### config.mk
export PLATFORM = sky130hd
export DESIGN_NAME = keypad_lock_controller
export DESIGN_NICKNAME = d
export VERILOG_FILES = /design/src/design/kplc_pkg.sv /design/src/design/kplc_inbuf.sv /design/src/design/kplc_core.sv /design/src/design/kplc_outbuf.sv /design/src/design/keypad_lock_controller.sv
export SDC_FILE = /design/constraint.sdc
export NUM_CORES = 1
export LEC_CHECK = 0
export ABC_CLOCK_PERIOD_IN_PS = 2860
export BUFFER_PORTS_ARGS = -buffer_cell sky130_fd_sc_hd__buf_2
export CAP_MARGIN = 20
export CORE_AREA = 2 2 119 121
export DETAILED_ROUTE_END_ITERATION = 12
export DIE_AREA = 0 0 121 123
export GPL_TIMING_DRIVEN = 0
export HOLD_SLACK_MARGIN = 0.02
export MAX_ROUTING_LAYER = met4
export PLACE_DENSITY_LB_ADDON = 0.2
export SYNTH_ARGS = -nofsm -noshare
export SYNTH_HDL_FRONTEND = slang
export SYNTH_SLANG_ARGS = --single-unit
export TNS_END_PERCENT = 50
### constraint.sdc
create_clock -name clock -period 2.86 [get_ports clock]
set_input_delay 0.572 -clock clock [delete_from_list [all_inputs] [get_ports clock]]
set_output_delay 0.572 -clock clock [all_outputs]
set_load 0.01 [all_outputs]
### src/design/kplc_pkg.sv
// shared types, codes and constants for the keypad lock controller
`default_nettype none

package kplc_pkg;

   // field widths
   localparam int unsigned KEY_W     = 4;
   localparam int unsigned PIN_W     = 16;
   localparam int unsigned TICKS_W   = 16;
   localparam int unsigned LIMIT_W   = 4;
   localparam int unsigned COUNT_W   = 4;
   localparam int unsigned EVENT_W   = 5;
   localparam int unsigned RITEM_W   = 3;
   localparam int unsigned RVAL_W    = 2;
   localparam int unsigned CSR_IDX_W = 2;
   localparam int unsigned CSR_DAT_W = 16;
   localparam int unsigned REQ_DAT_W = 8;
   localparam int unsigned RSP_DAT_W = 24;

   // register reset values
   localparam logic [PIN_W-1:0]   USER_PIN_RST   = 16'h1234;
   localparam logic [PIN_W-1:0]   ADMIN_PIN_RST  = 16'h2345;
   localparam logic [TICKS_W-1:0] AUTO_LOCK_RST  = 16'd100;
   localparam logic [LIMIT_W-1:0] ATT_LIMIT_RST  = 4'd3;

   // command patterns, first key in the top nibble, star is key 14
   localparam logic [PIN_W-1:0] PAT_DISARM      = 16'hABCD;
   localparam logic [PIN_W-1:0] PAT_STATUS      = 16'hDCBA;
   localparam logic [PIN_W-1:0] PAT_ARM         = 16'hDEEE;
   localparam logic [PIN_W-1:0] PAT_DOOR_SHUT   = 16'hAEEE;
   localparam logic [PIN_W-1:0] PAT_GARAGE_SHUT = 16'hBEEE;
   localparam logic [PIN_W-1:0] PAT_LIGHTS      = 16'hCEEE;
   localparam logic [PIN_W-1:0] PAT_GARAGE_OPEN = 16'hEEEB;
   localparam logic [PIN_W-1:0] PAT_PASS        = 16'h5EEE;
   localparam logic [PIN_W-1:0] PAT_REP_DOOR    = 16'h1EEE;
   localparam logic [PIN_W-1:0] PAT_REP_LIGHTS  = 16'h2EEE;
   localparam logic [PIN_W-1:0] PAT_REP_ALARM   = 16'h3EEE;
   localparam logic [PIN_W-1:0] PAT_REP_GARAGE  = 16'h4EEE;

   localparam logic [KEY_W-1:0]   KEY_HASH       = 4'hF;
   localparam logic [1:0]         KEY_COUNT_LAST = 2'd3;
   localparam logic [COUNT_W-1:0] COUNT_MAX      = 4'hF;
   localparam logic [TICKS_W-1:0] ELAPSED_MAX    = 16'hFFFF;

   typedef enum logic {
      OP_KEY  = 1'b0,
      OP_TICK = 1'b1
   } op_type;

   typedef enum logic [CSR_IDX_W-1:0] {
      CSR_USER_PIN   = 2'd0,
      CSR_ADMIN_PIN  = 2'd1,
      CSR_AUTO_LOCK  = 2'd2,
      CSR_ATT_LIMIT  = 2'd3
   } csr_idx_type;

   typedef enum logic [EVENT_W-1:0] {
      EV_NONE         = 5'd0,
      EV_BUFFERED     = 5'd1,
      EV_CLEARED      = 5'd2,
      EV_DISARMED     = 5'd3,
      EV_STATUS_ON    = 5'd4,
      EV_ARMED        = 5'd5,
      EV_DOOR_SHUT    = 5'd6,
      EV_GARAGE_SHUT  = 5'd7,
      EV_LIGHTS       = 5'd8,
      EV_GARAGE_OPEN  = 5'd9,
      EV_PASS_PROMPT  = 5'd10,
      EV_WELCOME      = 5'd11,
      EV_WRONG_PIN    = 5'd12,
      EV_ALARM        = 5'd13,
      EV_REPORT       = 5'd14,
      EV_AUTO_LOCKED  = 5'd15,
      EV_DISCARD      = 5'd16
   } event_type;

   typedef enum logic [RITEM_W-1:0] {
      RI_NONE   = 3'd0,
      RI_DOOR   = 3'd1,
      RI_LIGHTS = 3'd2,
      RI_ALARM  = 3'd3,
      RI_GARAGE = 3'd4
   } ritem_type;

   typedef enum logic [RVAL_W-1:0] {
      RV_OFF   = 2'd0,
      RV_ON    = 2'd1,
      RV_ALARM = 2'd2
   } rval_type;

   // one accepted input item
   typedef struct packed {
      op_type           op;
      logic [KEY_W-1:0] key_code;
   } req_item_type;

   // one result item
   typedef struct packed {
      event_type          event_res;
      ritem_type          report_item;
      rval_type           report_value;
      logic               door_open;
      logic               garage_open;
      logic               lights_on;
      logic               led_on;
      logic               alarm_armed;
      logic               alarm_active;
      logic [COUNT_W-1:0] attempts;
   } rsp_item_type;

   // configuration write
   typedef struct packed {
      logic                 we;
      csr_idx_type          idx;
      logic [CSR_DAT_W-1:0] wdata;
   } csr_wr_type;

endpackage

`default_nettype wire

### src/design/kplc_inbuf.sv
// input register that holds one accepted item for the decision stage
`default_nettype none

module kplc_inbuf (
   input  wire logic                  clock,
   input  wire logic                  reset,
   input  wire logic                  in_valid,
   output logic                       in_ready,
   input  wire kplc_pkg::req_item_type in_item,
   output logic                       item_valid,
   input  wire logic                  item_take,
   output kplc_pkg::req_item_type     item
);
   import kplc_pkg::*;

   logic         vld_ff;
   logic         vld_in;
   req_item_type item_ff;

   // slot is free when empty or drained this cycle
   assign in_ready   = !vld_ff || item_take;
   assign vld_in     = (in_valid && in_ready) || (vld_ff && !item_take);
   assign item_valid = vld_ff;
   assign item       = item_ff;

   always_ff @(posedge clock) begin
      if (reset) begin
         vld_ff <= 1'b0;
      end else begin
         vld_ff <= vld_in;
      end
   end

   // payload capture on transfer
   always_ff @(posedge clock) begin
      if (in_valid && in_ready) begin
         item_ff <= in_item;
      end
   end

endmodule

`default_nettype wire

### src/design/kplc_core.sv
// lock state, configuration registers and the per-item decision logic
`default_nettype none

module kplc_core (
   input  wire logic                   clock,
   input  wire logic                   reset,
   input  wire kplc_pkg::csr_wr_type   csr,
   input  wire logic                   step,
   input  wire kplc_pkg::req_item_type item,
   output kplc_pkg::rsp_item_type      result
);
   import kplc_pkg::*;

   // configuration registers
   logic [PIN_W-1:0]   user_pin_ff;
   logic [PIN_W-1:0]   admin_pin_ff;
   logic [TICKS_W-1:0] auto_lock_ff;
   logic [LIMIT_W-1:0] att_limit_ff;

   // lock state
   logic [PIN_W-1:0]   key_buffer_ff, key_buffer_in;
   logic [1:0]         key_count_ff, key_count_in;
   logic               status_ff, status_in;
   logic               door_ff, door_in;
   logic               garage_ff, garage_in;
   logic               lights_ff, lights_in;
   logic               led_ff, led_in;
   logic               armed_ff, armed_in;
   logic               trig_ff, trig_in;
   logic [COUNT_W-1:0] wrong_ff, wrong_in;
   logic [TICKS_W-1:0] elapsed_ff, elapsed_in;

   logic [PIN_W-1:0]   full_buf;
   logic [TICKS_W-1:0] elapsed_inc;
   logic [COUNT_W-1:0] wrong_inc;
   event_type          ev;
   ritem_type          ritem;
   rval_type           rval;

   // configuration writes
   always_ff @(posedge clock) begin
      if (reset) begin
         user_pin_ff  <= USER_PIN_RST;
         admin_pin_ff <= ADMIN_PIN_RST;
         auto_lock_ff <= AUTO_LOCK_RST;
         att_limit_ff <= ATT_LIMIT_RST;
      end else if (csr.we) begin
         unique case (csr.idx)
            CSR_USER_PIN:  user_pin_ff  <= csr.wdata;
            CSR_ADMIN_PIN: admin_pin_ff <= csr.wdata;
            CSR_AUTO_LOCK: auto_lock_ff <= csr.wdata;
            CSR_ATT_LIMIT: att_limit_ff <= csr.wdata[LIMIT_W-1:0];
            default:       user_pin_ff  <= user_pin_ff;
         endcase
      end
   end

   // next state and event for one key or tick
   always_comb begin
      full_buf      = {key_buffer_ff[PIN_W-KEY_W-1:0], item.key_code};
      elapsed_inc   = (elapsed_ff == ELAPSED_MAX) ? elapsed_ff : elapsed_ff + 1'b1;
      wrong_inc     = (wrong_ff == COUNT_MAX) ? wrong_ff : wrong_ff + 1'b1;
      key_buffer_in = key_buffer_ff;
      key_count_in  = key_count_ff;
      status_in     = status_ff;
      door_in       = door_ff;
      garage_in     = garage_ff;
      lights_in     = lights_ff;
      led_in        = led_ff;
      armed_in      = armed_ff;
      trig_in       = trig_ff;
      wrong_in      = wrong_ff;
      elapsed_in    = elapsed_ff;
      ev            = EV_NONE;
      ritem         = RI_NONE;
      rval          = RV_OFF;

      if (item.op == OP_TICK) begin
         // auto-close timer
         if (door_ff || garage_ff) begin
            elapsed_in = elapsed_inc;
            if (elapsed_inc >= auto_lock_ff) begin
               door_in   = 1'b0;
               garage_in = 1'b0;
               ev        = EV_AUTO_LOCKED;
            end
         end
      end else if (item.key_code == KEY_HASH) begin
         key_buffer_in = '0;
         key_count_in  = '0;
         status_in     = 1'b0;
         ev            = EV_CLEARED;
      end else if (key_count_ff != KEY_COUNT_LAST) begin
         key_buffer_in = full_buf;
         key_count_in  = key_count_ff + 1'b1;
         ev            = EV_BUFFERED;
      end else begin
         key_buffer_in = '0;
         key_count_in  = '0;
         if (status_ff) begin
            // status mode queries
            priority if (full_buf == PAT_REP_DOOR) begin
               ritem = RI_DOOR;
               rval  = door_ff ? RV_ON : RV_OFF;
            end else if (full_buf == PAT_REP_LIGHTS) begin
               ritem = RI_LIGHTS;
               rval  = lights_ff ? RV_ON : RV_OFF;
            end else if (full_buf == PAT_REP_ALARM) begin
               ritem = RI_ALARM;
               rval  = trig_ff ? RV_ALARM : (armed_ff ? RV_ON : RV_OFF);
            end else if (full_buf == PAT_REP_GARAGE) begin
               ritem = RI_GARAGE;
               rval  = garage_ff ? RV_ON : RV_OFF;
            end else begin
               ritem = RI_NONE;
            end
            if (ritem != RI_NONE) begin
               status_in = 1'b0;
               ev        = EV_REPORT;
            end else begin
               ev = EV_DISCARD;
            end
         end else begin
            // commands first, then the pin check
            priority if (full_buf == PAT_DISARM) begin
               armed_in = 1'b0;
               trig_in  = 1'b0;
               wrong_in = '0;
               led_in   = 1'b0;
               ev       = EV_DISARMED;
            end else if (full_buf == PAT_STATUS) begin
               status_in = 1'b1;
               ev        = EV_STATUS_ON;
            end else if (full_buf == PAT_ARM) begin
               armed_in = 1'b1;
               ev       = EV_ARMED;
            end else if (full_buf == PAT_DOOR_SHUT) begin
               door_in = 1'b0;
               ev      = EV_DOOR_SHUT;
            end else if (full_buf == PAT_GARAGE_SHUT) begin
               garage_in = 1'b0;
               ev        = EV_GARAGE_SHUT;
            end else if (full_buf == PAT_LIGHTS) begin
               lights_in = !lights_ff;
               led_in    = !lights_ff;
               ev        = EV_LIGHTS;
            end else if (full_buf == PAT_GARAGE_OPEN) begin
               garage_in  = 1'b1;
               elapsed_in = '0;
               ev         = EV_GARAGE_OPEN;
            end else if (full_buf == PAT_PASS) begin
               ev = EV_PASS_PROMPT;
            end else if (full_buf == user_pin_ff || full_buf == admin_pin_ff) begin
               wrong_in   = '0;
               trig_in    = 1'b0;
               door_in    = 1'b1;
               elapsed_in = '0;
               if (full_buf != user_pin_ff) begin
                  garage_in = 1'b1;
               end
               ev = EV_WELCOME;
            end else begin
               wrong_in = wrong_inc;
               if (armed_ff && (wrong_inc >= att_limit_ff)) begin
                  trig_in = 1'b1;
                  ev      = EV_ALARM;
               end else begin
                  ev = EV_WRONG_PIN;
               end
            end
         end
      end

      // a triggered alarm keeps the led lit
      if (trig_in) begin
         led_in = 1'b1;
      end
   end

   // state update once per item
   always_ff @(posedge clock) begin
      if (reset) begin
         key_buffer_ff <= '0;
         key_count_ff  <= '0;
         status_ff     <= 1'b0;
         door_ff       <= 1'b0;
         garage_ff     <= 1'b0;
         lights_ff     <= 1'b0;
         led_ff        <= 1'b0;
         armed_ff      <= 1'b0;
         trig_ff       <= 1'b0;
         wrong_ff      <= '0;
         elapsed_ff    <= '0;
      end else if (step) begin
         key_buffer_ff <= key_buffer_in;
         key_count_ff  <= key_count_in;
         status_ff     <= status_in;
         door_ff       <= door_in;
         garage_ff     <= garage_in;
         lights_ff     <= lights_in;
         led_ff        <= led_in;
         armed_ff      <= armed_in;
         trig_ff       <= trig_in;
         wrong_ff      <= wrong_in;
         elapsed_ff    <= elapsed_in;
      end
   end

   // result built from the post-step state
   assign result.event_res    = ev;
   assign result.report_item  = ritem;
   assign result.report_value = rval;
   assign result.door_open    = door_in;
   assign result.garage_open  = garage_in;
   assign result.lights_on    = lights_in;
   assign result.led_on       = led_in;
   assign result.alarm_armed  = armed_in;
   assign result.alarm_active = trig_in;
   assign result.attempts     = wrong_in;

endmodule

`default_nettype wire

### src/design/kplc_outbuf.sv
// result register that holds one result until the consumer takes it
`default_nettype none

module kplc_outbuf (
   input  wire logic                   clock,
   input  wire logic                   reset,
   input  wire logic                   load,
   output logic                        load_ready,
   input  wire kplc_pkg::rsp_item_type load_item,
   output logic                        out_valid,
   input  wire logic                   out_ready,
   output kplc_pkg::rsp_item_type      out_item
);
   import kplc_pkg::*;

   logic         vld_ff;
   logic         vld_in;
   rsp_item_type item_ff;

   // free when empty or its result leaves this cycle
   assign load_ready = !vld_ff || out_ready;
   assign vld_in     = load || (vld_ff && !out_ready);
   assign out_valid  = vld_ff;
   assign out_item   = item_ff;

   always_ff @(posedge clock) begin
      if (reset) begin
         vld_ff <= 1'b0;
      end else begin
         vld_ff <= vld_in;
      end
   end

   always_ff @(posedge clock) begin
      if (load) begin
         item_ff <= load_item;
      end
   end

endmodule

`default_nettype wire

### src/design/keypad_lock_controller.sv
// keypad combination lock: input register, decision logic, result register
//
//  channel  | ports         | contents
//  ---------+---------------+------------------------------------------------
//  request  | req_t*        | tuser[0] op (key or tick), tdata[3:0] key code
//  response | rsp_t*        | tdata: event, report item/value, outputs, count
//  config   | csr_*         | csr_addr selects register, csr_wdata value
//
// Each item passes through the input register, then the combinational
// decision logic, and is held in the result register until it is taken.
// One item is accepted per cycle while the response is not stalled; the lock
// state is updated as each item leaves the input register.
// Reset is synchronous and clears both registers' valid bits and the state.
// A stalled response holds its result and stops the decision stage, and the
// input register then fills and drops req_tready.
`default_nettype none

module keypad_lock_controller (
   input  wire logic                            clock,
   input  wire logic                            reset,
   input  wire logic                            req_tvalid,
   output logic                                 req_tready,
   // [3:0] key_code, [7:4] zero
   input  wire logic [kplc_pkg::REQ_DAT_W-1:0]  req_tdata,
   // [0] op
   input  wire logic [0:0]                      req_tuser,
   output logic                                 rsp_tvalid,
   input  wire logic                            rsp_tready,
   // [4:0] event_res, [7:5] report_item, [9:8] report_value, [10] door_open,
   // [11] garage_open, [12] lights_on, [13] led_on, [14] alarm_armed,
   // [15] alarm_active, [19:16] attempts, [23:20] zero
   output logic [kplc_pkg::RSP_DAT_W-1:0]       rsp_tdata,
   input  wire logic                            csr_we,
   input  wire logic [kplc_pkg::CSR_IDX_W-1:0]  csr_addr,
   input  wire logic [kplc_pkg::CSR_DAT_W-1:0]  csr_wdata
);
   import kplc_pkg::*;

   req_item_type in_item;
   req_item_type item;
   rsp_item_type result;
   rsp_item_type out_item;
   csr_wr_type   csr;
   logic         item_valid;
   logic         load_ready;
   logic         step;

   assign in_item.op       = op_type'(req_tuser[0]);
   assign in_item.key_code = req_tdata[KEY_W-1:0];

   assign csr.we    = csr_we;
   assign csr.idx   = csr_idx_type'(csr_addr);
   assign csr.wdata = csr_wdata;

   // decision stage advances when the result register can take it
   assign step = item_valid && load_ready;

   kplc_inbuf u_inbuf (
      .clock      (clock),
      .reset      (reset),
      .in_valid   (req_tvalid),
      .in_ready   (req_tready),
      .in_item    (in_item),
      .item_valid (item_valid),
      .item_take  (step),
      .item       (item)
   );

   kplc_core u_core (
      .clock  (clock),
      .reset  (reset),
      .csr    (csr),
      .step   (step),
      .item   (item),
      .result (result)
   );

   kplc_outbuf u_outbuf (
      .clock      (clock),
      .reset      (reset),
      .load       (step),
      .load_ready (load_ready),
      .load_item  (result),
      .out_valid  (rsp_tvalid),
      .out_ready  (rsp_tready),
      .out_item   (out_item)
   );

   // pack the result, first field in the low bits
   assign rsp_tdata = {4'b0000,
                       out_item.attempts,
                       out_item.alarm_active,
                       out_item.alarm_armed,
                       out_item.led_on,
                       out_item.lights_on,
                       out_item.garage_open,
                       out_item.door_open,
                       out_item.report_value,
                       out_item.report_item,
                       out_item.event_res};

endmodule

`default_nettype wire

==> results by stage <==
Run status:
- The run finished, with violations left.
- The final reports fail on negative setup slack.

Die:
- The die is 121 um wide.
- During I/O placement, the number of pins put on the boundary was between 50 and 60.
- From bottom edge to top edge, the die measures ~120 um.
- The core region is 0.0136 sq mm.
- The number of placement rows is 43.
- The die covers approximately 0.015 sq mm.
- The effective utilization at floorplan is 0.493.

Synth:
- The post-synthesis area per instance is approximately 8.5 sq um.
- The number of different library cells in the post-synthesis netlist is 73.
- The number of storage elements in the synthesis netlist is 120.
- In the post-synthesis netlist, the biggest area contributors are sky130_fd_sc_hd__dfxtp_1 (28%), sky130_fd_sc_hd__edfxtp_1 (11%), sky130_fd_sc_hd__nand2_1 (8.1%).
- Of all cell types, the one taking the most synthesized area is sky130_fd_sc_hd__dfxtp_1.
- In the synthesized netlist the async set-or-reset flop fraction comes to 0.
- The area of the mapped netlist is between 0.006 and 0.007 sq mm.
- In the synthesized netlist the dominant register cell turns out to be sky130_fd_sc_hd__dfxtp_1.
- Of the post-synthesis cell area, the dominant cell type holds 0.283.
- The Yosys warning count is 0.
- After technology mapping, the gate count stands at ~790.
- The number of synthesized flops with an enable pin is 25.
- The share of the Yosys chip area taken by registers is 0.395.

Clocking:
- The clock buffer count from CTS is 17.
- Counting every sink on the clock net gives 120.
- The clock passes through at most 2 buffers.
- The later pin in the worst-skew pair is clocked with a latency of 430 ps.
- TritonCTS built the clock tree.
- The clock tree root driver cell is sky130_fd_sc_hd__clkbuf_16.
- Hold repair after CTS inserted 0 buffers.
- The clock-pin slew on the worst setup and hold paths is 50 ps.
- CTS built an H-tree with a depth of 4.

Global route:
- The number of antenna violations at the first check in global routing came to 0.
- The via count of the first global-routing pass is between 5000 and 6000.
- Entering global routing, the biggest net connects 20 pins.
- The global-route wire length before repair is 29.2 mm.
- For this run, the total global-route usage over all layers was measured as 0.262.
- The overall overflow remaining after global route is 0.

Setup path:
- STA classifies the critical path startpoint as a register.
- For the worst flop-to-flop path, the logic depth is 14.
- The endpoint type of the worst setup path is a register.
- For the worst setup path, the data required time is between 3000 and 4000 ps.
- The worst-path maximum fanout is 3.
- For the worst setup path, the data arrival time is between 3000 and 4000 ps.
- The worst setup path is of the register to register kind.

STA:
- The number of hold violations in the final report was 0.
- Setup repair after global routing could not meet its margin everywhere.
- The headroom to the max-slew limit is 0.405.
- The worst path in the final design needs a cycle of between 3000 and 4000 ps, including I/O delays and setup.
- The highest clock frequency the design can meet is 312 MHz.
- The max-slew violation count is 0.
- Setup slack on the critical path of the routed design comes to -340 ps.
- On the final layout, the worst hold slack is 323 ps.
- The final clock skew is 8.08 ps.
- The transition time at the pin with the least slew margin is between 800 and 900 ps.
- Dividing the final minimum period by the clock period gives 1.12.
- The count of endpoints failing setup in the final report is 8.

Cells and area:
- After the last flow step, the layout net total stands at about 930.
- Of the cells placed in the final design, the portion with a size suffix greater than 1 is 0.208.
- The number of inserted diodes is 0.
- The filler cells instantiated in the layout total about 1200.
- The signed area change from the synthesized netlist to the final layout is 21.2%.

Power and ir drop:
- The leakage power is 3.30 nW.
- Power comes to between 0.004 and 0.005 W.
- The power per cell area is just over 500 mW/mm^2.
- Across the VDD grid, the largest voltage drop is 0.360 mV.

Drt:
- Across all layers, the routed design uses roughly 6000 vias.
- The number of remaining DRC errors is 0.
- The via count normalized by instance count is between 5 and 6.
- The detailed-route wire length per cell is between 15 and 20 um.
- The first-pass iteration count of the detailed router is 6.
- The first-iteration detailed-routing DRC count is roughly 460.
- In this run the remaining antenna-violating nets after routing total 0.
- Summed over all layers, the routed wires come to approximately 19 mm.

Placement:
- At the end of routability-driven placement, the weighted congestion stood at between 0.9 and 1.
- The count of buffers added on input and output ports is between 40 and 50.
- The HPWL after detailed placement is 13.4 mm.
- At the placement stage, the worst setup path has a slack of -528 ps.

Run:
- The tool flagged a number of max-cap violations equal to 0.

Worst hold path:
- The class of the tightest hold or removal check is primary input to register.
- Along the worst hold path, the cell count comes to 1.
==> critical path: stages, from the launching register on <==
cell and delay (ps):
sky130_fd_sc_hd__dfxtp_4 360, sky130_fd_sc_hd__ha_4 150, sky130_fd_sc_hd__nand3_4 80, sky130_fd_sc_hd__nor3_4 230
sky130_fd_sc_hd__buf_4 150, sky130_fd_sc_hd__nand3_2 80, sky130_fd_sc_hd__mux2_4 330, sky130_fd_sc_hd__ha_4 220
sky130_fd_sc_hd__a2111o_1 390, sky130_fd_sc_hd__a211o_1 260, sky130_fd_sc_hd__a211o_1 290, sky130_fd_sc_hd__nand3_2 120
sky130_fd_sc_hd__o311ai_2 110, sky130_fd_sc_hd__o21ai_1 120, sky130_fd_sc_hd__and2_1 170
==> cells in the final DEF (no fill, tap or decap), types with 5 or more instances in the layout <==
| master | instances |
|---|---|
| sky130_fd_sc_hd__ha_1 | 19 |
| sky130_fd_sc_hd__edfxtp_1 | 25 |
| sky130_fd_sc_hd__buf_2 | 57 |
| sky130_fd_sc_hd__a311oi_2 | 7 |
| sky130_fd_sc_hd__nand2_1 | 145 |
| sky130_fd_sc_hd__and2_1 | 10 |
| sky130_fd_sc_hd__nand3_1 | 16 |
| sky130_fd_sc_hd__and3_1 | 8 |
| sky130_fd_sc_hd__dfxtp_1 | 80 |
| sky130_fd_sc_hd__buf_6 | 8 |
| sky130_fd_sc_hd__a31oi_1 | 6 |
| sky130_fd_sc_hd__clkbuf_16 | 17 |
| sky130_fd_sc_hd__a211o_1 | 6 |
| sky130_fd_sc_hd__a22oi_1 | 13 |
| sky130_fd_sc_hd__clkinv_1 | 5 |
| sky130_fd_sc_hd__clkbuf_1 | 29 |
| sky130_fd_sc_hd__o21ai_1 | 5 |
| sky130_fd_sc_hd__nor2_1 | 58 |
| sky130_fd_sc_hd__buf_4 | 22 |
| sky130_fd_sc_hd__nor4_1 | 13 |
| sky130_fd_sc_hd__dfxtp_2 | 6 |
| sky130_fd_sc_hd__o21ai_0 | 17 |
| sky130_fd_sc_hd__nand4_1 | 9 |
| sky130_fd_sc_hd__xor2_1 | 36 |
| sky130_fd_sc_hd__inv_1 | 25 |
| sky130_fd_sc_hd__xnor2_1 | 8 |
| sky130_fd_sc_hd__nand3b_1 | 21 |
| sky130_fd_sc_hd__nor3_1 | 11 |
| sky130_fd_sc_hd__dfxtp_4 | 9 |
| sky130_fd_sc_hd__nand2b_1 | 19 |
| sky130_fd_sc_hd__a21oi_1 | 64 |
==> report_power, final <==
part,switching [W],internal (W)
combinational,0.000189,0.000113
sequential,0.0000264,0.00177
clock,0.000779,0.00126
==> per-layer routing <==
layer	GRT usage	vias to the layer above	part of all wire	wire, um
met3	0.0461	46	0.055	1020
met2	0.427	216	0.48	8870
met1	0.319	2899	0.44	8100
li1	-	2941	-	-
met5	-	-	0	0
met4	0.118	0	0.029	546
==> stage by stage <==
step,cell area (sq um),instances,util,TNS [ps]
final,8140,1069,0.598,-2060
after global routing,8140,1069,0.598,-2760
after CTS,8030,1062,0.590,-1750
after detailed placement,7280,1020,0.535,-3410
after global placement,7250,1019,0.533,-3450
after floorplan,6790,792,-,-37.3
==> logic make-up after synthesis <==
kind of cell,Yosys count,share of synthesized area
AOI/OAI and AO/OA,154,0.154
xor gates and xnor gates,46,0.0600
other,1,0.000558
and+or+nand+nor,358,0.279
adders and majority gates,23,0.0429
muxes,7,0.0110
DFF,120,0.395
buffers and inverters,80,0.0579
==> synthesized netlist by cell type, types with 8 or more instances <==
cell	instances
sky130_fd_sc_hd__edfxtp_1	25
sky130_fd_sc_hd__nand3_1	23
sky130_fd_sc_hd__buf_2	10
sky130_fd_sc_hd__and3_1	10
sky130_fd_sc_hd__nor2_1	60
sky130_fd_sc_hd__a21oi_1	64
sky130_fd_sc_hd__nand4_1	9
sky130_fd_sc_hd__ha_1	23
sky130_fd_sc_hd__a22oi_1	13
sky130_fd_sc_hd__nor3_1	11
sky130_fd_sc_hd__and2_1	11
sky130_fd_sc_hd__xor2_1	38
sky130_fd_sc_hd__o21ai_0	20
sky130_fd_sc_hd__inv_1	25
sky130_fd_sc_hd__nor4_1	15
sky130_fd_sc_hd__dfxtp_1	95
sky130_fd_sc_hd__nand3b_1	21
sky130_fd_sc_hd__nand2_1	145
sky130_fd_sc_hd__xnor2_1	8
sky130_fd_sc_hd__clkbuf_1	29
sky130_fd_sc_hd__nand2b_1	20
==> worst paths after layout <==
kind                                              from                                   end  slack (ps)
setup / recovery     u_core.elapsed_ff[0]$_SDFFE_PP0P_        u_outbuf.out_item[8]$_DFFE_PP_        -340
hold / removal                            req_tdata[1]             u_inbuf.item[1]$_DFFE_PP_         320
setup reg to reg     u_core.elapsed_ff[0]$_SDFFE_PP0P_        u_outbuf.out_item[8]$_DFFE_PP_        -340
hold reg to reg   u_core.auto_lock_ff[11]$_SDFFE_PP0P_  u_core.auto_lock_ff[11]$_SDFFE_PP0P_         460
==> flip-flops by register name (all words and copies together), names as in the netlist, 2 cells and up <==
| signal | count |
|---|---|
| u_core.auto_lock_ff | 16 |
| u_outbuf.out_item | 20 |
| u_inbuf.item | 5 |
| u_core.key_count_ff | 2 |
| u_core.key_buffer_ff | 12 |
| u_core.user_pin_ff | 16 |
| u_core.elapsed_ff | 16 |
| u_core.wrong_ff | 4 |
| u_core.admin_pin_ff | 16 |
| u_core.att_limit_ff | 4 |
==> final cells by class <==
| type | instances | area (sq um) | area share |
|---|---|---|---|
| repair buffers | 65 | 394 | 0.0484 |
| clock buffers | 17 | 425 | 0.0523 |
| clock inverters | 15 | 136 | 0.0168 |
| multi-input cells | 592 | 3880 | 0.476 |
| plain buffers | 55 | 295 | 0.0363 |
| flip-flops and latches | 120 | 2690 | 0.331 |
| well taps | 180 | 225 | 0.0277 |
| inverters | 25 | 93.8 | 0.0115 |
==> repair_timing <==
item,in CTS,in global routing
pin swaps,13,9
gates resized for setup,30,16
endpoints found under the setup margin,11,19
buffers inserted,10,7
(Power assumes the default switching activity.)
